`config.mk`:
```
export PLATFORM = sky130hd
export DESIGN_NAME = utf8_validating_char_filter_top
export DESIGN_NICKNAME = d
export VERILOG_FILES = /design/src/rtl/ufilt_pkg.sv /design/src/rtl/utf8_validating_char_filter_top.sv /design/src/rtl/ufilt_fifo.sv /design/src/rtl/ufilt_front.sv /design/src/rtl/ufilt_back.sv
export SDC_FILE = /design/constraint.sdc
export NUM_CORES = 1
export LEC_CHECK = 0
export ABC_CLOCK_PERIOD_IN_PS = 4850
export BUFFER_PORTS_ARGS = -buffer_cell sky130_fd_sc_hd__buf_2
export CAP_MARGIN = 20
export CORE_MARGIN = 2
export CORE_UTILIZATION = 50
export CTS_BUF_LIST = sky130_fd_sc_hd__clkbuf_4
export CTS_CLUSTER_DIAMETER = 30
export DETAILED_ROUTE_END_ITERATION = 12
export HOLD_SLACK_MARGIN = 0.08
export PLACE_DENSITY = 0.66
export SETUP_SLACK_MARGIN = 0.3
export SYNTH_ARGS = -nofsm -noshare
export SYNTH_HDL_FRONTEND = slang
export SYNTH_HIERARCHICAL = 1
export SYNTH_SLANG_ARGS = --single-unit
export TNS_END_PERCENT = 50
```
`constraint.sdc`:
```
create_clock -name clk -period 4.85 [get_ports clk]
set_input_delay 0 -clock clk [delete_from_list [all_inputs] [get_ports clk]]
set_output_delay 0 -clock clk [all_outputs]
set_load 0.1 [all_outputs]
```
`src/rtl/ufilt_pkg.sv`:
```
// Shared types and constants of the UTF-8 validating character filter.
// Used by the top level, the front end and the engine; depends on nothing else.
package ufilt_pkg;

    localparam int CFG_INDEX_W = 2;
    localparam int CFG_DATA_W  = 8;

    // Configuration register indexes.
    localparam logic [CFG_INDEX_W-1:0] REG_FILTER_MODE      = 2'd0;
    localparam logic [CFG_INDEX_W-1:0] REG_REPLACEMENT_BYTE = 2'd1;
    localparam logic [CFG_INDEX_W-1:0] REG_ALPHABET_SIZE    = 2'd2;

    // Filter modes; any other code behaves as keep mode.
    localparam logic [1:0] MODE_REPLACE = 2'd0;
    localparam logic [1:0] MODE_REMOVE  = 2'd1;
    localparam logic [1:0] MODE_KEEP    = 2'd2;

    localparam logic [7:0] REPLACEMENT_RESET = 8'h20;

    // Command passed from the front end to the engine.
    typedef struct packed {
        logic        is_entry;
        logic        entry_ok;
        logic        has_byte;
        logic        is_final;
        logic [7:0]  text_byte;
        logic [3:0]  entry_index;
        logic [31:0] entry_bytes;
        logic [2:0]  entry_length;
    } cmd_t;

    // One result item.
    typedef struct packed {
        logic [7:0] out_byte;
        logic       byte_valid;
        logic       run_last;
        logic       text_end;
    } result_t;

    // One alphabet table word.
    typedef struct packed {
        logic [2:0]  len;
        logic [31:0] chars;
    } alpha_entry_t;

    // Configuration seen by the engine.
    typedef struct packed {
        logic [1:0] filter_mode;
        logic [7:0] replacement_byte;
        logic [4:0] alphabet_size;
    } cfg_t;

endpackage

```
`src/rtl/utf8_validating_char_filter_top.sv`:
```
// Top level of the UTF-8 validating character filter: configuration registers,
// front end, command queue, engine and result queue. Depends on ufilt_pkg.
//
// Channel  | Handshake                          | Payload
// input    | push / full (accept: push&!full)   | kind, text_byte, text_last,
//          |                                    |   entry_index, entry_bytes, entry_length
// result   | pop / empty (accept: pop&!empty)   | out_byte, byte_valid, run_last, text_end
// config   | cfg_wr_en                          | cfg_index, cfg_data
//
// Each item passes through the front register. In the engine a text byte passes take,
// classify and close steps; each invalid byte adds a classify step, and each complete
// character adds a classify step, alphabet entry reads one at a time through the single
// read port until a hit or the table size, and an act step that emits its bytes, if any.
// The engine does table writes while idle. A full result queue stalls the engine, and the
// command queue lets the input run ahead. Reset clears control state only; no clearing pass.
module utf8_validating_char_filter_top #(
    parameter int ALPHABET_ENTRIES   = 16,
    parameter int CMD_QUEUE_DEPTH    = 2,
    parameter int RESULT_QUEUE_DEPTH = 4
) (
    input  logic                               clk,
    input  logic                               rst_n,
    input  logic                               push,
    output logic                               full,
    input  logic                               kind,
    input  logic [7:0]                         text_byte,
    input  logic                               text_last,
    input  logic [3:0]                         entry_index,
    input  logic [31:0]                        entry_bytes,
    input  logic [2:0]                         entry_length,
    output logic                               empty,
    input  logic                               pop,
    output logic [7:0]                         out_byte,
    output logic                               byte_valid,
    output logic                               run_last,
    output logic                               text_end,
    input  logic                               cfg_wr_en,
    input  logic [ufilt_pkg::CFG_INDEX_W-1:0]  cfg_index,
    input  logic [ufilt_pkg::CFG_DATA_W-1:0]   cfg_data
);

    import ufilt_pkg::*;

    localparam int CMD_W = $bits(cmd_t);
    localparam int RES_W = $bits(result_t);

    cfg_t             cfg_reg;
    cfg_t             cfg_next;
    logic             fe_push;
    cmd_t             fe_cmd;
    logic             cmdq_full;
    logic             cmdq_empty;
    logic [CMD_W-1:0] cmdq_rd_data;
    logic             cmdq_pop;
    logic             res_push;
    result_t          res_data;
    logic             resq_full;
    logic [RES_W-1:0] resq_rd_data;
    result_t          res_head;

    always_comb
    begin
        cfg_next = cfg_reg;
        if (cfg_wr_en)
        begin
            case (cfg_index)
                REG_FILTER_MODE:      cfg_next.filter_mode      = cfg_data[1:0];
                REG_REPLACEMENT_BYTE: cfg_next.replacement_byte = cfg_data[7:0];
                REG_ALPHABET_SIZE:    cfg_next.alphabet_size    = cfg_data[4:0];
                default:              cfg_next                  = cfg_reg;
            endcase
        end
    end

    always_ff @(posedge clk or negedge rst_n)
    begin
        if (!rst_n)
        begin
            cfg_reg <= '{filter_mode: MODE_REPLACE, replacement_byte: REPLACEMENT_RESET,
                         alphabet_size: 5'd0};
        end
        else
        begin
            cfg_reg <= cfg_next;
        end
    end

    ufilt_front #(
        .ALPHABET_ENTRIES(ALPHABET_ENTRIES)
    ) u_front (
        .clk          (clk),
        .rst_n        (rst_n),
        .push         (push),
        .full         (full),
        .kind         (kind),
        .text_byte    (text_byte),
        .text_last    (text_last),
        .entry_index  (entry_index),
        .entry_bytes  (entry_bytes),
        .entry_length (entry_length),
        .cmd_push     (fe_push),
        .cmd_data     (fe_cmd),
        .cmd_full     (cmdq_full)
    );

    ufilt_fifo #(
        .WIDTH(CMD_W),
        .DEPTH(CMD_QUEUE_DEPTH)
    ) u_cmd_queue (
        .clk     (clk),
        .rst_n   (rst_n),
        .wr_en   (fe_push),
        .wr_data (fe_cmd),
        .full    (cmdq_full),
        .rd_en   (cmdq_pop),
        .rd_data (cmdq_rd_data),
        .empty   (cmdq_empty)
    );

    ufilt_back #(
        .ALPHABET_ENTRIES(ALPHABET_ENTRIES)
    ) u_back (
        .clk       (clk),
        .rst_n     (rst_n),
        .cfg       (cfg_reg),
        .cmd       (cmd_t'(cmdq_rd_data)),
        .cmd_empty (cmdq_empty),
        .cmd_pop   (cmdq_pop),
        .out_push  (res_push),
        .out_data  (res_data),
        .out_full  (resq_full)
    );

    ufilt_fifo #(
        .WIDTH(RES_W),
        .DEPTH(RESULT_QUEUE_DEPTH)
    ) u_res_queue (
        .clk     (clk),
        .rst_n   (rst_n),
        .wr_en   (res_push),
        .wr_data (res_data),
        .full    (resq_full),
        .rd_en   (pop),
        .rd_data (resq_rd_data),
        .empty   (empty)
    );

    assign res_head   = result_t'(resq_rd_data);
    assign out_byte   = res_head.out_byte;
    assign byte_valid = res_head.byte_valid;
    assign run_last   = res_head.run_last;
    assign text_end   = res_head.text_end;

endmodule

```
`src/rtl/ufilt_fifo.sv`:
```
// Small synchronous queue used between the front end, the engine and the result side.
// Depends on no package.
module ufilt_fifo #(
    parameter int WIDTH = 8,
    parameter int DEPTH = 2
) (
    input  logic             clk,
    input  logic             rst_n,
    input  logic             wr_en,
    input  logic [WIDTH-1:0] wr_data,
    output logic             full,
    input  logic             rd_en,
    output logic [WIDTH-1:0] rd_data,
    output logic             empty
);

    localparam int PW = (DEPTH > 1) ? $clog2(DEPTH) : 1;
    localparam int CW = $clog2(DEPTH + 1);

    logic [WIDTH-1:0] mem_reg [DEPTH];
    logic [PW-1:0]    wr_ptr_reg;
    logic [PW-1:0]    wr_ptr_next;
    logic [PW-1:0]    rd_ptr_reg;
    logic [PW-1:0]    rd_ptr_next;
    logic [CW-1:0]    count_reg;
    logic [CW-1:0]    count_next;
    logic             do_wr;
    logic             do_rd;

    assign full    = (count_reg == CW'(DEPTH));
    assign empty   = (count_reg == '0);
    assign do_wr   = wr_en && !full;
    assign do_rd   = rd_en && !empty;
    assign rd_data = mem_reg[rd_ptr_reg];

    always_comb
    begin
        wr_ptr_next = wr_ptr_reg;
        rd_ptr_next = rd_ptr_reg;
        count_next  = count_reg;
        if (do_wr)
        begin
            wr_ptr_next = (wr_ptr_reg == PW'(DEPTH - 1)) ? '0 : wr_ptr_reg + 1'b1;
        end
        if (do_rd)
        begin
            rd_ptr_next = (rd_ptr_reg == PW'(DEPTH - 1)) ? '0 : rd_ptr_reg + 1'b1;
        end
        if (do_wr && !do_rd)
        begin
            count_next = count_reg + 1'b1;
        end
        else if (do_rd && !do_wr)
        begin
            count_next = count_reg - 1'b1;
        end
    end

    always_ff @(posedge clk or negedge rst_n)
    begin
        if (!rst_n)
        begin
            wr_ptr_reg <= '0;
            rd_ptr_reg <= '0;
            count_reg  <= '0;
        end
        else
        begin
            wr_ptr_reg <= wr_ptr_next;
            rd_ptr_reg <= rd_ptr_next;
            count_reg  <= count_next;
        end
    end

    always_ff @(posedge clk)
    begin
        if (do_wr)
        begin
            mem_reg[wr_ptr_reg] <= wr_data;
        end
    end

endmodule

```
`src/rtl/ufilt_front.sv`:
```
// Input stage: registers each accepted item and decodes it into an engine command.
// Depends on ufilt_pkg.
module ufilt_front #(
    parameter int ALPHABET_ENTRIES = 16
) (
    input  logic               clk,
    input  logic               rst_n,
    input  logic               push,
    output logic               full,
    input  logic               kind,
    input  logic [7:0]         text_byte,
    input  logic               text_last,
    input  logic [3:0]         entry_index,
    input  logic [31:0]        entry_bytes,
    input  logic [2:0]         entry_length,
    output logic               cmd_push,
    output ufilt_pkg::cmd_t    cmd_data,
    input  logic               cmd_full
);

    import ufilt_pkg::*;

    logic fv_reg;
    logic fv_next;
    logic accept;
    cmd_t cmd_reg;
    cmd_t cmd_next;

    // The stage can take a new item whenever its current one moves on.
    assign full     = fv_reg && cmd_full;
    assign accept   = push && !full;
    assign cmd_push = fv_reg;
    assign cmd_data = cmd_reg;

    always_comb
    begin
        cmd_next              = cmd_reg;
        fv_next               = fv_reg;
        if (fv_reg && !cmd_full)
        begin
            fv_next = 1'b0;
        end
        if (accept)
        begin
            fv_next               = 1'b1;
            cmd_next.is_entry     = kind;
            cmd_next.entry_ok     = kind && (9'(entry_index) < 9'(ALPHABET_ENTRIES));
            cmd_next.has_byte     = (text_byte != 8'd0);
            cmd_next.is_final     = text_last || (text_byte == 8'd0);
            cmd_next.text_byte    = text_byte;
            cmd_next.entry_index  = entry_index;
            cmd_next.entry_bytes  = entry_bytes;
            cmd_next.entry_length = entry_length;
        end
    end

    always_ff @(posedge clk or negedge rst_n)
    begin
        if (!rst_n)
        begin
            fv_reg <= 1'b0;
        end
        else
        begin
            fv_reg <= fv_next;
        end
    end

    always_ff @(posedge clk)
    begin
        cmd_reg <= cmd_next;
    end

endmodule

```
`src/rtl/ufilt_back.sv`:
```
// Engine: holds pending bytes, splits them into UTF-8 characters, scans the
// alphabet memory and produces result items. Depends on ufilt_pkg.
module ufilt_back #(
    parameter int ALPHABET_ENTRIES = 16
) (
    input  logic                clk,
    input  logic                rst_n,
    input  ufilt_pkg::cfg_t     cfg,
    input  ufilt_pkg::cmd_t     cmd,
    input  logic                cmd_empty,
    output logic                cmd_pop,
    output logic                out_push,
    output ufilt_pkg::result_t  out_data,
    input  logic                out_full
);

    import ufilt_pkg::*;

    localparam int AW   = (ALPHABET_ENTRIES > 1) ? $clog2(ALPHABET_ENTRIES) : 1;
    localparam int SCW  = $clog2(ALPHABET_ENTRIES + 1);
    localparam int CMPW = (SCW > 5) ? SCW : 5;

    localparam logic [2:0] ST_IDLE   = 3'd0;
    localparam logic [2:0] ST_SCAN   = 3'd1;
    localparam logic [2:0] ST_MATCH  = 3'd2;
    localparam logic [2:0] ST_ACT    = 3'd3;
    localparam logic [2:0] ST_FINISH = 3'd4;

    typedef struct packed {
        logic       need_more;
        logic       invalid;
        logic [2:0] len;
    } cls_t;

    function automatic logic in_rng(input logic [7:0] b, input logic [7:0] lo,
                                    input logic [7:0] hi);
        return (b >= lo) && (b <= hi);
    endfunction

    // Looks at the character that starts at the first pending byte.
    function automatic cls_t classify(input logic [3:0][7:0] p, input logic [2:0] n,
                                      input logic fin);
        cls_t       r;
        logic [7:0] lo;
        logic [7:0] hi;
        logic [2:0] len;
        logic       lead_ok;
        r       = '{need_more: 1'b0, invalid: 1'b0, len: 3'd1};
        lo      = 8'h80;
        hi      = 8'hBF;
        len     = 3'd1;
        lead_ok = 1'b1;
        if (p[0] == 8'h09 || p[0] == 8'h0A || p[0] == 8'h0D || in_rng(p[0], 8'h20, 8'h7E))
        begin
            len = 3'd1;
        end
        else if (in_rng(p[0], 8'hC2, 8'hDF))
        begin
            len = 3'd2;
        end
        else if (p[0] == 8'hE0)
        begin
            len = 3'd3;
            lo  = 8'hA0;
        end
        else if (p[0] == 8'hED)
        begin
            len = 3'd3;
            hi  = 8'h9F;
        end
        else if (in_rng(p[0], 8'hE1, 8'hEF))
        begin
            len = 3'd3;
        end
        else if (p[0] == 8'hF0)
        begin
            len = 3'd4;
            lo  = 8'h90;
        end
        else if (in_rng(p[0], 8'hF1, 8'hF3))
        begin
            len = 3'd4;
        end
        else if (p[0] == 8'hF4)
        begin
            len = 3'd4;
            hi  = 8'h8F;
        end
        else
        begin
            lead_ok = 1'b0;
        end
        r.len = len;
        if (!lead_ok)
        begin
            r.invalid = 1'b1;
        end
        else if (len == 3'd1)
        begin
            r.invalid = 1'b0;
        end
        else if (n < 3'd2)
        begin
            r.invalid   = fin;
            r.need_more = !fin;
        end
        else if (!in_rng(p[1], lo, hi))
        begin
            r.invalid = 1'b1;
        end
        else if (len == 3'd2)
        begin
            r.invalid = 1'b0;
        end
        else if (n < 3'd3)
        begin
            r.invalid   = fin;
            r.need_more = !fin;
        end
        else if (!in_rng(p[2], 8'h80, 8'hBF))
        begin
            r.invalid = 1'b1;
        end
        else if (len == 3'd3)
        begin
            r.invalid = 1'b0;
        end
        else if (n < 3'd4)
        begin
            r.invalid   = fin;
            r.need_more = !fin;
        end
        else if (!in_rng(p[3], 8'h80, 8'hBF))
        begin
            r.invalid = 1'b1;
        end
        return r;
    endfunction

    function automatic logic [31:0] len_mask(input logic [2:0] len);
        logic [31:0] m;
        case (len)
            3'd1:    m = 32'h0000_00FF;
            3'd2:    m = 32'h0000_FFFF;
            3'd3:    m = 32'h00FF_FFFF;
            default: m = 32'hFFFF_FFFF;
        endcase
        return m;
    endfunction

    alpha_entry_t      alpha_mem [ALPHABET_ENTRIES];
    alpha_entry_t      rd_data_reg;

    logic [2:0]        state_reg;
    logic [2:0]        state_next;
    logic [3:0][7:0]   pend_reg;
    logic [3:0][7:0]   pend_next;
    logic [2:0]        n_reg;
    logic [2:0]        n_next;
    logic              final_reg;
    logic              final_next;
    logic [2:0]        cur_len_reg;
    logic [2:0]        cur_len_next;
    logic              hit_reg;
    logic              hit_next;
    logic [1:0]        emit_idx_reg;
    logic [1:0]        emit_idx_next;
    logic [SCW-1:0]    issue_idx_reg;
    logic [SCW-1:0]    issue_idx_next;
    logic              rd_vld_reg;
    logic [7:0]        held_reg;
    logic [7:0]        held_next;
    logic              held_vld_reg;
    logic              held_vld_next;

    cls_t              cls;
    logic [CMPW-1:0]   size_ext;
    logic [SCW-1:0]    eff_size;
    logic              cmp_hit;
    logic              rd_en;
    logic [AW-1:0]     rd_addr;
    logic              mem_we;
    logic [AW+3:0]     wr_idx_ext;
    logic [AW-1:0]     wr_addr;
    logic              is_replace;
    logic              is_remove;
    logic              can_go;
    logic              want_emit;
    logic [7:0]        emit_val;
    logic              do_shift;
    logic [2:0]        shift_k;

    assign cls        = classify(pend_reg, n_reg, final_reg);
    assign size_ext   = CMPW'(cfg.alphabet_size);
    assign eff_size   = (size_ext > CMPW'(ALPHABET_ENTRIES)) ? SCW'(ALPHABET_ENTRIES)
                                                             : size_ext[SCW-1:0];
    assign cmp_hit    = (rd_data_reg.len == cur_len_reg) &&
                        (((rd_data_reg.chars ^ pend_reg) & len_mask(cur_len_reg)) == 32'd0);
    assign rd_en      = (state_reg == ST_MATCH) && (issue_idx_reg < eff_size);
    assign rd_addr    = issue_idx_reg[AW-1:0];
    assign wr_idx_ext = (AW + 4)'(cmd.entry_index);
    assign wr_addr    = wr_idx_ext[AW-1:0];
    assign is_replace = (cfg.filter_mode == MODE_REPLACE);
    assign is_remove  = (cfg.filter_mode == MODE_REMOVE);
    // A produced byte waits in the held register until the next one shows
    // whether it is the last result of its input item.
    assign can_go     = !(held_vld_reg && out_full);

    always_comb
    begin
        state_next     = state_reg;
        pend_next      = pend_reg;
        n_next         = n_reg;
        final_next     = final_reg;
        cur_len_next   = cur_len_reg;
        hit_next       = hit_reg;
        emit_idx_next  = emit_idx_reg;
        issue_idx_next = issue_idx_reg;
        held_next      = held_reg;
        held_vld_next  = held_vld_reg;
        cmd_pop        = 1'b0;
        mem_we         = 1'b0;
        out_push       = 1'b0;
        out_data       = '0;
        want_emit      = 1'b0;
        emit_val       = pend_reg[0];
        do_shift       = 1'b0;
        shift_k        = 3'd1;

        case (state_reg)
            ST_IDLE:
            begin
                if (!cmd_empty)
                begin
                    cmd_pop = 1'b1;
                    if (cmd.is_entry)
                    begin
                        mem_we = cmd.entry_ok;
                    end
                    else
                    begin
                        if (cmd.has_byte)
                        begin
                            pend_next[n_reg[1:0]] = cmd.text_byte;
                            n_next                = n_reg + 3'd1;
                        end
                        final_next = cmd.is_final;
                        state_next = ST_SCAN;
                    end
                end
            end
            ST_SCAN:
            begin
                if (n_reg == 3'd0 || cls.need_more)
                begin
                    state_next = ST_FINISH;
                end
                else if (cls.invalid)
                begin
                    want_emit = 1'b1;
                    emit_val  = is_replace ? cfg.replacement_byte : pend_reg[0];
                    do_shift  = can_go;
                    shift_k   = 3'd1;
                end
                else
                begin
                    cur_len_next   = cls.len;
                    issue_idx_next = '0;
                    state_next     = ST_MATCH;
                end
            end
            ST_MATCH:
            begin
                if (rd_en)
                begin
                    issue_idx_next = issue_idx_reg + 1'b1;
                end
                if (rd_vld_reg && cmp_hit)
                begin
                    hit_next      = 1'b1;
                    emit_idx_next = 2'd0;
                    state_next    = ST_ACT;
                end
                else if (issue_idx_reg >= eff_size)
                begin
                    hit_next      = 1'b0;
                    emit_idx_next = 2'd0;
                    state_next    = ST_ACT;
                end
            end
            ST_ACT:
            begin
                shift_k = cur_len_reg;
                if (is_replace && hit_reg)
                begin
                    want_emit = 1'b1;
                    emit_val  = cfg.replacement_byte;
                    if (can_go)
                    begin
                        do_shift   = 1'b1;
                        state_next = ST_SCAN;
                    end
                end
                else if (is_replace || (is_remove ? !hit_reg : hit_reg))
                begin
                    want_emit = 1'b1;
                    emit_val  = pend_reg[emit_idx_reg];
                    if (can_go)
                    begin
                        if ({1'b0, emit_idx_reg} == cur_len_reg - 3'd1)
                        begin
                            do_shift   = 1'b1;
                            state_next = ST_SCAN;
                        end
                        else
                        begin
                            emit_idx_next = emit_idx_reg + 2'd1;
                        end
                    end
                end
                else
                begin
                    do_shift   = 1'b1;
                    state_next = ST_SCAN;
                end
            end
            ST_FINISH:
            begin
                if (held_vld_reg)
                begin
                    if (!out_full)
                    begin
                        out_push      = 1'b1;
                        out_data      = '{out_byte: held_reg, byte_valid: 1'b1,
                                          run_last: 1'b1, text_end: final_reg};
                        held_vld_next = 1'b0;
                        state_next    = ST_IDLE;
                    end
                end
                else if (final_reg)
                begin
                    if (!out_full)
                    begin
                        out_push   = 1'b1;
                        out_data   = '{out_byte: 8'd0, byte_valid: 1'b0,
                                       run_last: 1'b1, text_end: 1'b1};
                        state_next = ST_IDLE;
                    end
                end
                else
                begin
                    state_next = ST_IDLE;
                end
            end
            default:
            begin
                state_next = ST_IDLE;
            end
        endcase

        if (want_emit && can_go)
        begin
            if (held_vld_reg)
            begin
                out_push = 1'b1;
                out_data = '{out_byte: held_reg, byte_valid: 1'b1,
                             run_last: 1'b0, text_end: 1'b0};
            end
            held_next     = emit_val;
            held_vld_next = 1'b1;
        end

        if (do_shift)
        begin
            pend_next = pend_reg >> {shift_k, 3'b000};
            n_next    = n_reg - shift_k;
        end
    end

    always_ff @(posedge clk or negedge rst_n)
    begin
        if (!rst_n)
        begin
            state_reg     <= ST_IDLE;
            n_reg         <= 3'd0;
            final_reg     <= 1'b0;
            held_vld_reg  <= 1'b0;
            rd_vld_reg    <= 1'b0;
            emit_idx_reg  <= 2'd0;
            issue_idx_reg <= '0;
            hit_reg       <= 1'b0;
            cur_len_reg   <= 3'd1;
        end
        else
        begin
            state_reg     <= state_next;
            n_reg         <= n_next;
            final_reg     <= final_next;
            held_vld_reg  <= held_vld_next;
            rd_vld_reg    <= rd_en;
            emit_idx_reg  <= emit_idx_next;
            issue_idx_reg <= issue_idx_next;
            hit_reg       <= hit_next;
            cur_len_reg   <= cur_len_next;
        end
    end

    always_ff @(posedge clk)
    begin
        pend_reg <= pend_next;
        held_reg <= held_next;
    end

    // Alphabet table: one write port for table commands, one registered read port for the scan.
    always_ff @(posedge clk)
    begin
        if (mem_we)
        begin
            alpha_mem[wr_addr] <= '{len: cmd.entry_length, chars: cmd.entry_bytes};
        end
        if (rd_en)
        begin
            rd_data_reg <= alpha_mem[rd_addr];
        end
    end

    // Between input items no more than three bytes may remain pending.
    a_pending_bound: assert property (@(posedge clk) disable iff (!rst_n)
        (state_reg == ST_IDLE) |-> (n_reg <= 3'd3))
        else $error("pending byte count above three between items");

    // The end of a text leaves nothing pending.
    a_final_drains: assert property (@(posedge clk) disable iff (!rst_n)
        (state_reg == ST_FINISH && final_reg && state_next == ST_IDLE) |-> (n_reg == 3'd0))
        else $error("pending bytes left at end of text");

    // Read data is only valid right after a scan cycle issued the read.
    a_rd_after_match: assert property (@(posedge clk) disable iff (!rst_n)
        rd_vld_reg |-> $past(state_reg == ST_MATCH))
        else $error("alphabet read outside the scan");

    // No held byte survives the close of an input item.
    a_held_closed: assert property (@(posedge clk) disable iff (!rst_n)
        (state_reg == ST_IDLE) |-> !held_vld_reg)
        else $error("held byte left over at item close");

    // The engine never pushes into a full result queue.
    a_no_overflow: assert property (@(posedge clk) disable iff (!rst_n)
        out_push |-> !out_full)
        else $error("result pushed into full queue");

endmodule
```
# Yosys cells after proc, flatten, opt, wreduce, memory -nomap -nowiden
# Memory sizes are Yosys's and may differ from the RTL's. A register that Yosys moved wholly into a read port is not among the register bits.
# Index checks and enable logic that the tools add are counted.
# W data, S select, Z words.
[word_totals]
reg_bits = 137
mem_bits_rw = 706
inputBits = 64
out_inout_bits = 13
word_cells = 340
n_memories = 3
[memory_table]
columns = ["name", "depth", "width", "read_ports", "rd_clocked_by_memory_dff", "write_ports", "line", "rtl"]
rows = [
  ["u_back.alpha_mem", 16, 35, 1, 1, 1, "ufilt_back.sv:151", "alpha_entry_t alpha_mem [ALPHABET_ENTRIES];"],
  ["u_cmd_queue.mem_reg", 2, 51, 1, 0, 1, "ufilt_fifo.sv:20", "logic [WIDTH-1:0] mem_reg [DEPTH];"],
  ["u_res_queue.mem_reg", 4, 11, 1, 0, 1, "ufilt_fifo.sv:20", ""],
]
[op_classes]
n_addsub = 13
magnitude_cmp = 23
eq_ne = 42
shifts = 1
muxes = 151
n_bitwise = 6
reduce_logical = 70
[op_table]
columns = ["cell", "count"]
rows = [
  ["$mux W32", 5],
  ["$mux W8", 19],
  ["$pmux W32 S3", 1],
  ["$mux W3", 30],
  ["$mux W11", 6],
  ["$mux W1", 62],
  ["$ge A8 B8 Y1 const B", 5],
  ["$le A8 B8 Y1 const B", 5],
  ["$and A32 B32 Y32", 1],
  ["$bwmux W32", 1],
  ["$eq A8 B8 Y1 const B", 4],
  ["$logic_not A32 Y1", 1],
  ["$shr A32 B6 Y32", 1],
  ["$xor A32 B32 Y32", 1],
  ["$mux W2", 13],
  ["$mux W5", 5],
  ["$eq A8 B4 Y1 const B", 3],
  ["$logic_and A1 B1 Y1", 24],
  ["$eq A3 B2 Y1 const B", 6],
  ["$reduce_bool A2 Y1", 9],
  ["$bmux W8 S2", 1],
  ["$demux W8 S2", 1],
  ["$ne A2 B2 Y1 const B", 8],
  ["$pmux W8 S2", 1],
  ["44 further kinds", 93],
]

# Longest topological paths before layout
# Gate-level depths: netlist of run 1.
[depth]
depth_word = 28
mapped_depth = 22
depth_no_buf = 20

# Hierarchy
# Netlist of run 1, hierarchy kept.
[by_module_without_submodules]
columns = ["module", "instances", "cells_each", "area_per_inst_um2", "seq_area_each_um2"]
rows = [
  ["ufilt_back", 1, 1371, 26950.8, 19570.0],
  ["ufilt_fifo (u_cmd_queue)", 1, 178, 4129.0, 3163.0],
  ["ufilt_fifo (u_res_queue)", 1, 94, 2028.2, 1496.4],
  ["ufilt_front", 1, 59, 1576.5, 1526.5],
  ["utf8_validating_char_filter_top", 1, 33, 598.1, 376.6],
]

# Worst setup path before layout of run 1
# No wires, ideal clock.
[synth_timing]
kind = "reg-to-reg"
from = "register u_cmd_queue.rd_ptr_reg"
to = "memory u_back/alpha_mem[0][0] (netlist name) (enable)"
setup_ns = 0.471
arrival_time_ns = 3.802
slack_ns = 0.577
stages_incl_launch_ff = 6
period_less_slack_ns = 4.273
cell_sequence = "dfrtp_1 buf_6 buf_12 mux2_4 or3_1 nor3_1"
[synth_between]
elab_cells_between_ends = 6
[synth_lines]
columns = ["element", "line", "rtl"]
rows = [
  ["start, declared", "ufilt_fifo.sv:23", "logic [PW-1:0] rd_ptr_reg;"],
  ["start signal, assigned", "ufilt_fifo.sv:70", "rd_ptr_reg <= rd_ptr_next;"],
  ["$mem_v2 Z2 W51", "--", ""],
  ["via cmdq_rd_data[36]", "utf8_validating_char_filter_top.sv:53", "logic [CMD_W-1:0] cmdq_rd_data;"],
  ["end, declared", "ufilt_back.sv:151", ""],
]
# The timed path passes the listed nets, and every way through them passes these cells.

# Final worst setup path of run 1
[layout_timing]
from = "register u_back/pend_reg[4] (netlist name)"
to = "register u_res_queue.count_reg[2]"
[layout_between]
elab_chain_len = 27
elab_cells_between_ends = 84
[layout_rtl]
columns = ["element", "line", "rtl"]
rows = [
  ["start, declared", "ufilt_back.sv:156", "logic [3:0][7:0] pend_reg;"],
  ["start signal, assigned", "ufilt_back.sv:410", "pend_reg <= pend_next;"],
  ["$ge A8 B8 Y1, or another cell as far along", "ufilt_back.sv:37", "return (b >= lo) && (b <= hi);"],
  ["$logic_and A1 B1 Y1 / $mux W3 (equally long branches)", "ufilt_back.sv:37, ufilt_back.sv:84", ""],
  ["$mux W3", "ufilt_back.sv:80", "else if (in_rng(p[0], 8'hF1, 8'hF3))"],
  ["$mux W3", "ufilt_back.sv:75", "else if (p[0] == 8'hF0)"],
  ["$mux W3", "ufilt_back.sv:71", "else if (in_rng(p[0], 8'hE1, 8'hEF))"],
  ["$mux W3", "ufilt_back.sv:66", "else if (p[0] == 8'hED)"],
  ["$mux W3", "ufilt_back.sv:61", "else if (p[0] == 8'hE0)"],
  ["$mux W3", "ufilt_back.sv:57", "else if (in_rng(p[0], 8'hC2, 8'hDF))"],
  ["[12 not listed]", "--", ""],
  ["$pmux W1 S2 *", "ufilt_back.sv:230", "case (state_reg)"],
  ["$logic_and A1 B1 Y1 *", "ufilt_back.sv:361", "if (want_emit && can_go)"],
  ["$mux W1 *", "ufilt_back.sv:361", ""],
  ["via res_push", "utf8_validating_char_filter_top.sv:55", "logic res_push;"],
  ["$logic_and A1 B1 Y1 *", "ufilt_fifo.sv:32", "assign do_wr = wr_en && !full;"],
  ["$logic_not A1 Y1", "ufilt_fifo.sv:53", "else if (do_rd && !do_wr)"],
  ["$logic_and A1 B1 Y1", "ufilt_fifo.sv:53", ""],
  ["$reduce_bool A2 Y1 (no source line)", "--", ""],
  ["end signal, assigned", "ufilt_fifo.sv:71", "count_reg <= count_next;"],
  ["end, declared", "ufilt_fifo.sv:25", "logic [CW-1:0] count_reg;"],
]
# Mark *: on every way through the listed nets, which the timed path passes. The rest lies on a longest branch.
# A chain may end at the register's enable or synchronous reset.

==> results of run 1 <==
synthesized netlist by cell type (11+ instances only):
master / count / area [µm²]
edfxtp_1: 831 / 25000
clkbuf_1: 44 / 165
buf_1: 17 / 63.8
inv_1: 20 / 75.1
and2_1: 16 / 100
o21ai_0: 27 / 135
xnor2_1: 24 / 210
nor2_1: 70 / 263
buf_2: 13 / 65.1
a22oi_1: 16 / 120
a21oi_1: 30 / 150
ha_1: 22 / 275
mux2_2: 27 / 304
o31ai_1: 18 / 135
nand2_1: 40 / 150
mux4_2: 194 / 4370
nand3_1: 42 / 210
xor2_1: 26 / 228
nor4_1: 11 / 68.8
nor3_1: 11 / 55.1
dfrtp_1: 45 / 1130
mux2_4: 52 / 781
power by group:
group | internal [mW] | leakage [nW] | switching (mW)
clock network | 3.33 | 1.67 | 2.84
registers | 10.4 | 8.13 | 1.05
logic | 3.08 | 4.05 | 4.20
total | 16.8 | 13.8 | 8.09
critical path: stages (launching register included):
cell and delay [ns]:
edfxtp_1 0.45, nand4b_1 0.39, nand2b_1 0.26, ha_1 0.30, and2_0 0.14, a221oi_1 0.40, o31ai_2 0.13, a32oi_4 0.35
nand3b_1 0.12, a21o_1 0.22, o22ai_1 0.16, nor2b_1 0.21, ha_1 0.21, inv_1 0.07, fa_1 0.38, xor2_1 0.17
nor2_1 0.11, xor2_1 0.15
what timing repair did:
action                                 4_1_cts  5_1_grt
resized for setup                            0        2
hold buffers                               138        0
setup endpoints to repair                    0        3
endpoints found under the hold margin      168        0
setup buffers                                0        4
layout by cell type (no fill, tap or decap), types with 22 or more instances in the layout:
cell type / count
nor2_1: 57
nand2_1: 40
mux4_2: 194
edfxtp_1: 831
nand3_1: 42
clkbuf_4: 306
xor2_1: 26
o21ai_0: 27
clkinv_1: 50
dfrtp_1: 40
mux2_4: 52
buf_2: 77
a21oi_1: 30
xnor2_1: 24
buf_4: 52
ha_1: 22
mux2_2: 27
dlygate4sd3_1: 138
area by class of cell:
cell class	count	area [µm²]
Antenna cell	1	2.50
Clock buffer	306	2300
Clock inverter	78	541
Fill cell	5225	28700
Inverter	20	75.1
Multi-Input combinational cell	752	8770
Sequential cell	878	26100
Tap cell	940	1180
Timing Repair Buffer	270	2220
metrics by stage:
step / setup WS, ns / cell area (µm²) / power (mW) / util (%)
finish: 0.604 / 41200 / 24.9 / 59.0
global route: 0.274 / 41200 / 26.1 / 59.0
CTS: 0.484 / 41200 / 25.1 / 58.9
detailed placement: 0.473 / 37000 / 18.8 / 52.9
global placement: 0.479 / 37000 / 18.6 / 52.9
floorplan: 0.577 / 35300 / 16.6 / -
how the worst min path moves through the flow:
stage / from / to / slack (ns)
after floorplan: rst_n / cfg_reg[0] / -0.30
after global placement: rst_n / cfg_reg[4] / 0.15
after detailed placement: rst_n / cfg_reg[3] / 0.15
after CTS: entry_bytes[3] / u_front/cmd_data[6] / 0.09
after global routing: entry_index[3] / u_front/cmd_data[38] / 0.13
final: entry_index[3] / u_front/cmd_data[38] / 0.22
logic make-up after synthesis:
family | synth area share, %
flops | 74.1
fa+ha+maj | 0.894
xor+xnor | 1.24
compound gates | 2.72
mux | 15.7
buf+inv | 1.47
simple gates | 3.86
per-layer routing:
| layer | part of all wire (%) | vias up | track usage, % |
|---|---|---|---|
| met2 | 52 | 620 | 37.3 |
| met5 | 0 | - | 0 |
| li1 | - | 8091 | - |
| met3 | 5.3 | 139 | 4.27 |
| met4 | 2.4 | 0 | 8.60 |
| met1 | 40 | 9541 | 27.0 |
==> impl_results.md, run 1 <==
* Slew headroom at 25.5%
* Max FFs per register at 560
* HPWL Detailed at roughly 43000 µm
* VDD IR-drop max at 473 µV
* Via count at 18400
* Main synth FF type: edfxtp_1
* RSZ-0062 raised after global routing: false
* Post-route ant nets at 0
* DR iter-0 viols at 1599
* Layout Cells excl Fill at between 3000 and 4000
* Critical path capture point: u_res_queue/count_reg[2]
* Setup violations, final at 0
* Clock Sinks at 878
* R2R Path End: u_res_queue/count_reg[2]
* Worst r2r src: u_back/pend_reg[4]
* Setup crit start: u_back/pend_reg[4]
* Placed cells at between 2000 and 3000
* Layout cells sized above 1 at 34.1%
* Fin. Hold Viols at 0
* Detailed Route WL at 77100 µm
* Worst-case clock buffer depth at 3
* Outcome: completed
* PwrDens at approximately 600 nW/µm²
* Effective utilization at floorplan at 50.5%
* Worst hold path type: input pin to register
* Clock root buffer: clkbuf_4
* FMAX at between 200 and 250 MHz
* Average cell area after synthesis at ~20 µm²
* Worst-path clk slew at 0.07 ns
* Synth Warn # at 6
* Die Ht at 270 µm
* Largest net degree at the start of global routing at 75
* Final worst-path cycle share at 87.5%
* Max H-tree Level at 4
* First-pass GRT wire length at 116000 µm
* Setup crit end kind: register
* CTS Buf Count at 218
* MaxCap Viol Count at 0
* Worst-margin pin slew at 1.12 ns
* Final setup TNS at 0 ns
* Nets@finish at 2228
* DR WL/cell at 23.8 µm
* Clock Skew at 0.0453 ns
* CP Max Fanout at 7
* Total global routing overflow at 0
* Hold path depth at 3
* Initial antenna violation count at 1
* Async S/R FF share, synth at 5.35%
* Number of cells on the worst reg-to-reg path at 17
* DRC errors left at 0
* Buffers on Ports at 76
* Worst-Skew Late Latency at 1.02 ns
* R2R setup slack at ~0.60 ns
* Synthesized net count at 1823
* Min Hold Slack at between 0.2 and 0.25 ns
* Arrival time worst endpoint at 5.16 ns
* Synth Instances at 1735
* Worst Path Required at 5.77 ns
* Crit Path Category: register to register
* Die Area at 72700 µm²
* GRT Total Usage at 21.6%
* Register area share after synthesis at approximately three quarters
* TritonCTS clock tree: yes
* Period minus WS final at 4.25 ns
* IO Pins at 77
* Vias in the first global route at around 19000
* Drt pass-1 iters at 6
* Unique masters post-synth at slightly below 70
* GP Congestion at approximately 0.94
* Pleak at 13.8 nW
* Vias per Instance at 5.67
* Site row count at 97
* Max Slew Vio Count at 0
* Core box area at 69900 µm²
* Layout area overhead at 16.8%
* Post-synth EDFFs at 831
* Flops & latches, synth at 878
* Die Span X at 270 µm
* Worst setup SP type: register
* Post-Syn Area at 35300 µm²
(Power assumes the default switching activity.)
==> run 2: changes to the inputs <==
--- a/config.mk
+++ b/config.mk
@@ -5,6 +5,7 @@
 export SDC_FILE = /design/constraint.sdc
 export NUM_CORES = 1
 export LEC_CHECK = 0
+export ABC_AREA = 1
 export ABC_CLOCK_PERIOD_IN_PS = 4850
 export BUFFER_PORTS_ARGS = -buffer_cell sky130_fd_sc_hd__buf_2
 export CAP_MARGIN = 20
==> run 2 against run 1 <==
Compared with the run above:
- via count is 35% higher
- sequential share of layout area shrank 1.4 points
- power up 1.2%
- flip-flop and latch count did not move
- wire length rose by 23%
- die area up 1.3%
- setup slack got worse by 0.0018 ns
==> impl_results.md, run 2 <==
* Setup violations, final at 0 (unchanged)
* Average cell area after synthesis at 12.5 µm² (-39%)
* Arrival time worst endpoint at 5.25 ns (+0.09 ns)
* Worst-Skew Late Latency at 1.11 ns (+0.09 ns)
* Synthesized net count at 2953 (+62%)
* Main synth FF type: edfxtp_1
* Top post-synthesis cells by area: edfxtp_1 (70%), o21ai_0 (5.1%), nand2_1 (4.8%)
* Die Span X at 271 µm (+0.66%)
* Worst-margin pin slew at 1.14 ns (+0.0196 ns)
* Layout area overhead at 17.8%
* Largest net degree at the start of global routing at 183 (+140%)
* TritonCTS clock tree: yes
* Initial antenna violation count at 2 (+1)
* Final setup TNS at 0 ns (unchanged)
* GRT Total Usage at 25.7% (+4.1 points)
* Die Ht at 271 µm (+0.66%)
* FMAX at 235 MHz (about the same)
* GP Congestion at 0.917 (-2.9%)
* Flops & latches, synth at 878 (unchanged)
* Unique masters post-synth at 53 (-23%)
* Layout cells sized above 1 at 16.7% (-17 points)
* Worst Path Required at 5.85 ns (+0.08 ns)
* Worst setup SP type: register
* Synth Area in Simple Gates at 11.5% (+7.6 points)
* Drt pass-1 iters at 7 (+1)
* Clock Skew at 0.0822 ns (+0.0369 ns)
* Setup crit end kind: register
* Nets@finish at 3358 (+51%)
* First-pass GRT wire length at 143000 µm (+23%)
* Fin util at 59.2% (+0.27 points)
* CTS Buf Count at 223 (+2.3%)
* Vias per Instance at 5.65 (-0.28%)
* Final worst-path cycle share at 87.6% (about the same)
* Fill cells at 5707 (+9.2%)
* Register area share after synthesis at 73.1% (-0.98 points)
* Worst-case clock buffer depth at 3 (unchanged)
* Synth top area share at 69.8% (-0.94 points)
* Site row count at 98 (+1.0%)
* Worst-path clk slew at 0.06 ns (about the same)
* Total global routing overflow at 0 (unchanged)
* Largest family of logic cells by synthesized area: simple AND/OR/NAND/NOR gates
* Clock Sinks at 878 (unchanged)
* Max Slew Vio Count at 0 (unchanged)
* Die Area at 73700 µm² (+1.3%)
* Pleak at 15.2 nW (+9.9%)
* Post-Syn Area at 35800 µm² (+1.3%)
* Max FFs per register at 560 (unchanged)
* Max H-tree Level at 4 (unchanged)
* Vias in the first global route at 25000 (+30%)
* HPWL Detailed at 53600 µm (+23%)
* Synth Area in Compound Gates at 10.4% (+7.7 points)
* Post-synthesis adder-cell area fraction at 0.882% (-0.012 points)
* Mux share of post-synthesis cell area at 0% (-16 points)
* Xor and xnor fraction of the mapped netlist area at 0.735% (-0.51 points)
* CP Max Fanout at 6 (-1)
* Post-synth EDFFs at 831 (unchanged)
* VDD IR-drop max at 551 µV (+16%)
* Async S/R FF share, synth at 5.35% (unchanged)
* R2R setup slack at 0.60 ns (about the same)
* Outcome: completed
* CP max-delay cell: or4_4
* Synth Warn # at 6 (unchanged)
* Crit Path Category: register to register
* Buffers on Ports at 76 (unchanged)
* Worst hold path type: input pin to register
* DR iter-0 viols at 2339 (+46%)
* Commonest non-fill, non-tap cell in the layout: edfxtp_1
* Critical path's largest stage delay at 0.55 ns (+0.10 ns)
* Cell type with the largest total area after synthesis: edfxtp_1
* Effective utilization at floorplan at 50.3% (-0.19 points)
* Most frequent cells in the layout: edfxtp_1 (831), nand2_1 (456), o21ai_0 (361)
* IO Pins at 77 (unchanged)
* PwrDens at 598 nW/µm² (-0.99%)
* Slew headroom at 24.1% (-1.3 points)
* Post-route ant nets at 0 (unchanged)
* Cell repeated most along the worst path: nand2_1
* Synth cell count leaders: edfxtp_1 (831), nand2_1 (459), nor2_1 (378)
* Via count at 24800 (+35%)
* DR WL/cell at 21.6 µm (-9.0%)
* DRC errors left at 0 (unchanged)
* Period minus WS final at 4.25 ns (+0.00178 ns)
* RSZ-0062 raised after global routing: false
* Top-count cell post-synth: edfxtp_1
* Synth Instances at 2865 (+65%)
* Fin. Hold Viols at 0 (unchanged)
* Detailed Route WL at 94700 µm (+23%)
* MaxCap Viol Count at 0 (unchanged)
* Core box area at 71100 µm² (+1.7%)
* Clock root buffer: clkbuf_4
run 2: cell families (layout without fill, tap and decap cells):
| logic type | count (synthesis) | in the layout |
|---|---|---|
| AND/OR/NAND/NOR | 1008 | 1008 |
| flip-flops | 878 | 878 |
| AO/OA/AOI/OAI | 638 | 638 |
| buffers and inverters | 287 | 850 |
| XOR/XNOR | 30 | 30 |
| adder cells (fa/ha/maj) | 24 | 24 |
| other | 0 | 5 |
run 2: repair_timing:
item,4_1_cts,5_1_grt
gates cloned,0,0
resized for setup,2,16
buffers inserted,1,17
hold endpoints to repair,168,0
pin swaps,0,10
setup endpoints to repair,1,3
hold buffers,179,0
run 2: layout make-up:
class	count	area, µm²	share of cell area [%]
Antenna cell	5	12.5	0.0297
Clock buffer	313	2350	5.58
Clock inverter	70	403	0.956
Inverter	140	556	1.32
Multi-Input combinational cell	1700	8620	20.5
Sequential cell	878	26100	62.1
Tap cell	950	1190	2.82
Timing Repair Buffer	327	2860	6.78
run 2: path summary, 6_finish.rpt:
| check | cells after the start | end | start |
|---|---|---|---|
| worst max-delay path | 31 | u_res_queue/count_reg[2] | u_back/pend_reg[2] |
| worst min-delay path | 3 | u_front/cmd_data[33] | entry_bytes[30] |
| worst max register to register | 31 | u_res_queue/count_reg[2] | u_back/pend_reg[2] |
| worst min register to register | 0 | u_cmd_queue/mem_reg[1][1] | u_front/cmd_data[1] |
| max in group asynchronous | 6 | u_cmd_queue/rd_ptr_reg | rst_n |
| min in group asynchronous | 5 | u_back/cur_len_reg[1] | rst_n |
run 2: per-layer routing:
metal  track usage (%)  wire length [µm]
met2              43.7             47500
met1              33.1             38700
met4              9.89              2530
met3              4.66              5940
met5                 0                 0
run 2: where the power goes:
group,internal (mW),switching [mW]
clock,3.05,2.97
sequential,10.4,0.738
combinational,2.07,5.91
run 2: worst max-delay path, delay by kind of cell, from the launching register on:
kind | cells | cell delay, ns
adder cells (fa/ha/maj) | 3 | 0.79
flip-flops | 1 | 0.46
AND/OR/NAND/NOR | 22 | 2.39
AO/OA/AOI/OAI | 2 | 0.26
buffers and inverters | 4 | 0.26
run 2: metrics by stage:
stage / worst slack, ns / total power [mW] / hold slack, ns / cells / cell area [µm²]
final: 0.602 / 25.2 / 0.200 / 4383 / 42100
after global routing: 0.284 / 26.6 / 0.149 / 4379 / 42100
after CTS: 0.369 / 25.1 / 0.0840 / 4359 / 41900
after detailed placement: 0.272 / 18.9 / 0.167 / 3796 / 37400
after global placement: 0.295 / 18.7 / 0.149 / 3796 / 37400
after floorplan: 0.885 / 16.3 / -0.296 / 2865 / 35800
==> run 3: changes to the inputs <==
--- a/config.mk
+++ b/config.mk
@@ -7,15 +7,14 @@
 export LEC_CHECK = 0
 export ABC_AREA = 1
 export ABC_CLOCK_PERIOD_IN_PS = 4850
-export BUFFER_PORTS_ARGS = -buffer_cell sky130_fd_sc_hd__buf_2
 export CAP_MARGIN = 20
 export CORE_MARGIN = 2
 export CORE_UTILIZATION = 50
 export CTS_BUF_LIST = sky130_fd_sc_hd__clkbuf_4
 export CTS_CLUSTER_DIAMETER = 30
 export DETAILED_ROUTE_END_ITERATION = 12
+export DONT_BUFFER_PORTS = 1
 export HOLD_SLACK_MARGIN = 0.08
-export PLACE_DENSITY = 0.66
 export SETUP_SLACK_MARGIN = 0.3
 export SYNTH_ARGS = -nofsm -noshare
 export SYNTH_HDL_FRONTEND = slang
==> run 3 against run 2 <==
Compared with the run above:
- non-clock buffer count down 65
- power down 0.60%
- sequential share of layout area up 0.41 points
- via count down 1.6%
- combinational power down 3%
- setup slack better by 0.064 ns
- global-route usage up 0.34 points
- flip-flop and latch count unchanged
- maximum frequency up 1.5%
- critical endpoint unchanged
- largest power group unchanged
==> impl_results.md, run 3 (synthesized netlist as in run 2, its figures left out) <==
* Core box area at 71100 µm² (unchanged)
* Slew headroom at 3.19% (-21 points)
* Vias per Instance at 5.65 (about the same)
* PwrDens at 598 nW/µm² (about the same)
* Crit Path Category: register to register
* Cell repeated most along the worst path: nand2_1
* Die Ht at 271 µm (unchanged)
* Vias in the first global route at 24200 (-3.0%)
* GRT Total Usage at 26.1% (+0.34 points)
* Critical path's largest stage delay at 0.55 ns (about the same)
* Fin. Hold Viols at 0 (unchanged)
* Worst-margin pin slew at 1.45 ns (+0.317 ns)
* Final worst-path cycle share at 86.3% (-1.3 points)
* Layout cells sized above 1 at 14.0% (-2.6 points)
* Arrival time worst endpoint at 5.13 ns (-0.12 ns)
* CP max-delay cell: or4_4
* CP Max Fanout at 6 (unchanged)
* First-pass GRT wire length at 144000 µm (+0.63%)
* Clock Sinks at 878 (unchanged)
* Clock Skew at 0.0859 ns (+0.00373 ns)
* Nets@finish at 3295 (-1.9%)
* RSZ-0062 raised after global routing: false
* Period minus WS final at 4.18 ns (-0.0636 ns)
* DRC errors left at 0 (unchanged)
* Clock root buffer: clkbuf_4
* Worst-Skew Late Latency at 1.07 ns (-0.04 ns)
* Most frequent cells in the layout: edfxtp_1 (831), nand2_1 (458), o21ai_0 (361)
* Die Area at 73700 µm² (unchanged)
* Total global routing overflow at 0 (unchanged)
* Worst hold path type: input pin to register
* Max H-tree Level at 4 (unchanged)
* Drt pass-1 iters at 5 (-2)
* Buffers on Ports at 0 (-100%)
* Outcome: completed
* VDD IR-drop max at 388 µV (-30%)
* TritonCTS clock tree: yes
* HPWL Detailed at 52100 µm (-2.9%)
* Commonest non-fill, non-tap cell in the layout: edfxtp_1
* GP Congestion at 0.916 (-0.14%)
* Layout area overhead at 17.0%
* Worst setup SP type: register
* Pleak at 15.0 nW (-1.8%)
* MaxCap Viol Count at 0 (unchanged)
* Min Hold Slack at 0.200 ns (+0.000275 ns)
* Max FFs per register at 560 (unchanged)
* CTS Buf Count at 225 (+0.90%)
* Worst-path clk slew at 0.06 ns (about the same)
* Die Span X at 271 µm (unchanged)
* Final setup TNS at 0 ns (unchanged)
* Initial antenna violation count at 3 (+1)
* Setup violations, final at 0 (unchanged)
* Via count at 24400 (-1.6%)
* Largest net degree at the start of global routing at 225 (+23%)
* FMAX at 239 MHz (+1.5%)
* Detailed Route WL at 95500 µm (+0.85%)
* Max Slew Vio Count at 0 (unchanged)
* Effective utilization at floorplan at 50.3% (unchanged)
* Worst-case clock buffer depth at 3 (unchanged)
* Post-route ant nets at 0 (unchanged)
* DR iter-0 viols at 2051 (-12%)
* IO Pins at 77 (unchanged)
* Site row count at 98 (unchanged)
* Setup crit end kind: register
* DR WL/cell at 22.1 µm (+2.5%)
* Worst Path Required at 5.79 ns (-0.06 ns)
-- run 3: cell count changes in the layout (fill, tap and decap cells not counted), sizes merged --
cell and change:
dlygate4sd3 +24, clkinv +3, buf -90, diode -2, clkbuf -3, bufinv +3, inv -3, clkinvlp -2
-- run 3: final cells by class --
cell class,count,area (µm²)
Fill cell,5745,29300
Tap cell,950,1190
Sequential cell,878,26100
Clock buffer,309,2320
Inverter,140,556
Multi-Input combinational cell,1700,8590
Clock inverter,71,437
Timing Repair Buffer,262,2610
Antenna cell,3,7.51
-- run 3: per-layer routing --
layer	up-vias	GRT usage (%)	part of all wire, %
li1	11200	-	-
met1	12100	34.2	42
met2	817	43.7	49
met3	185	4.24	5.7
met4	2	10.5	3.0
met5	-	0	0.014
-- run 3: what timing repair did --
item	in CTS	in global routing
hold endpoints to repair	168	0
buffers inserted	0	10
pin swaps	0	5
gates resized for setup	2	7
hold buffers	205	0
endpoints found under the setup margin	1	2
-- run 3: worst max-delay path, delay by kind of cell, from the launching register on --
family          cells  cell delay [ns]
flops               1             0.50
compound gates      3             0.42
buf+inv             4             0.27
simple gates       21             2.13
fa+ha+maj           3             0.78
-- run 3: power by group --
group / leakage, nW / switching (mW) / internal, mW
registers: 8.17 / 0.720 / 10.4
logic: 5.15 / 5.82 / 1.95
clock network: 1.64 / 2.94 / 3.15
total: 15.0 / 9.48 / 15.5
-- run 3: through the flow --
step | std cells | power [mW] | util, % | cell area [µm²] | setup slack [ns]
final | 4313 | 25.0 | 58.8 | 41800 | 0.666
after global routing | 4313 | 26.5 | 58.8 | 41800 | 0.302
after CTS | 4298 | 25.0 | 58.7 | 41700 | 0.361
after detailed placement | 3713 | 18.8 | 51.9 | 36900 | 0.254
after global placement | 3713 | 18.5 | 51.9 | 36900 | 0.341
after floorplan | 2865 | 16.3 | - | 35800 | 0.885
-- run 3: worst paths after layout --
path	from	to	slack (ns)	cells past startpoint
worst max-delay path	u_back/pend_reg[0]	u_res_queue/count_reg[2]	0.67	31
worst min-delay path	cfg_wr_en	cfg_reg[9]	0.20	4
worst min register to register	u_front/cmd_data[30]	u_cmd_queue/mem_reg[0][30]	0.41	0
min in group asynchronous	rst_n	u_res_queue/wr_ptr_reg[0]	0.64	5
max in group asynchronous	rst_n	u_back/cur_len_reg[0]	3.87	5
worst max register to register	u_back/pend_reg[0]	u_res_queue/count_reg[2]	0.67	31
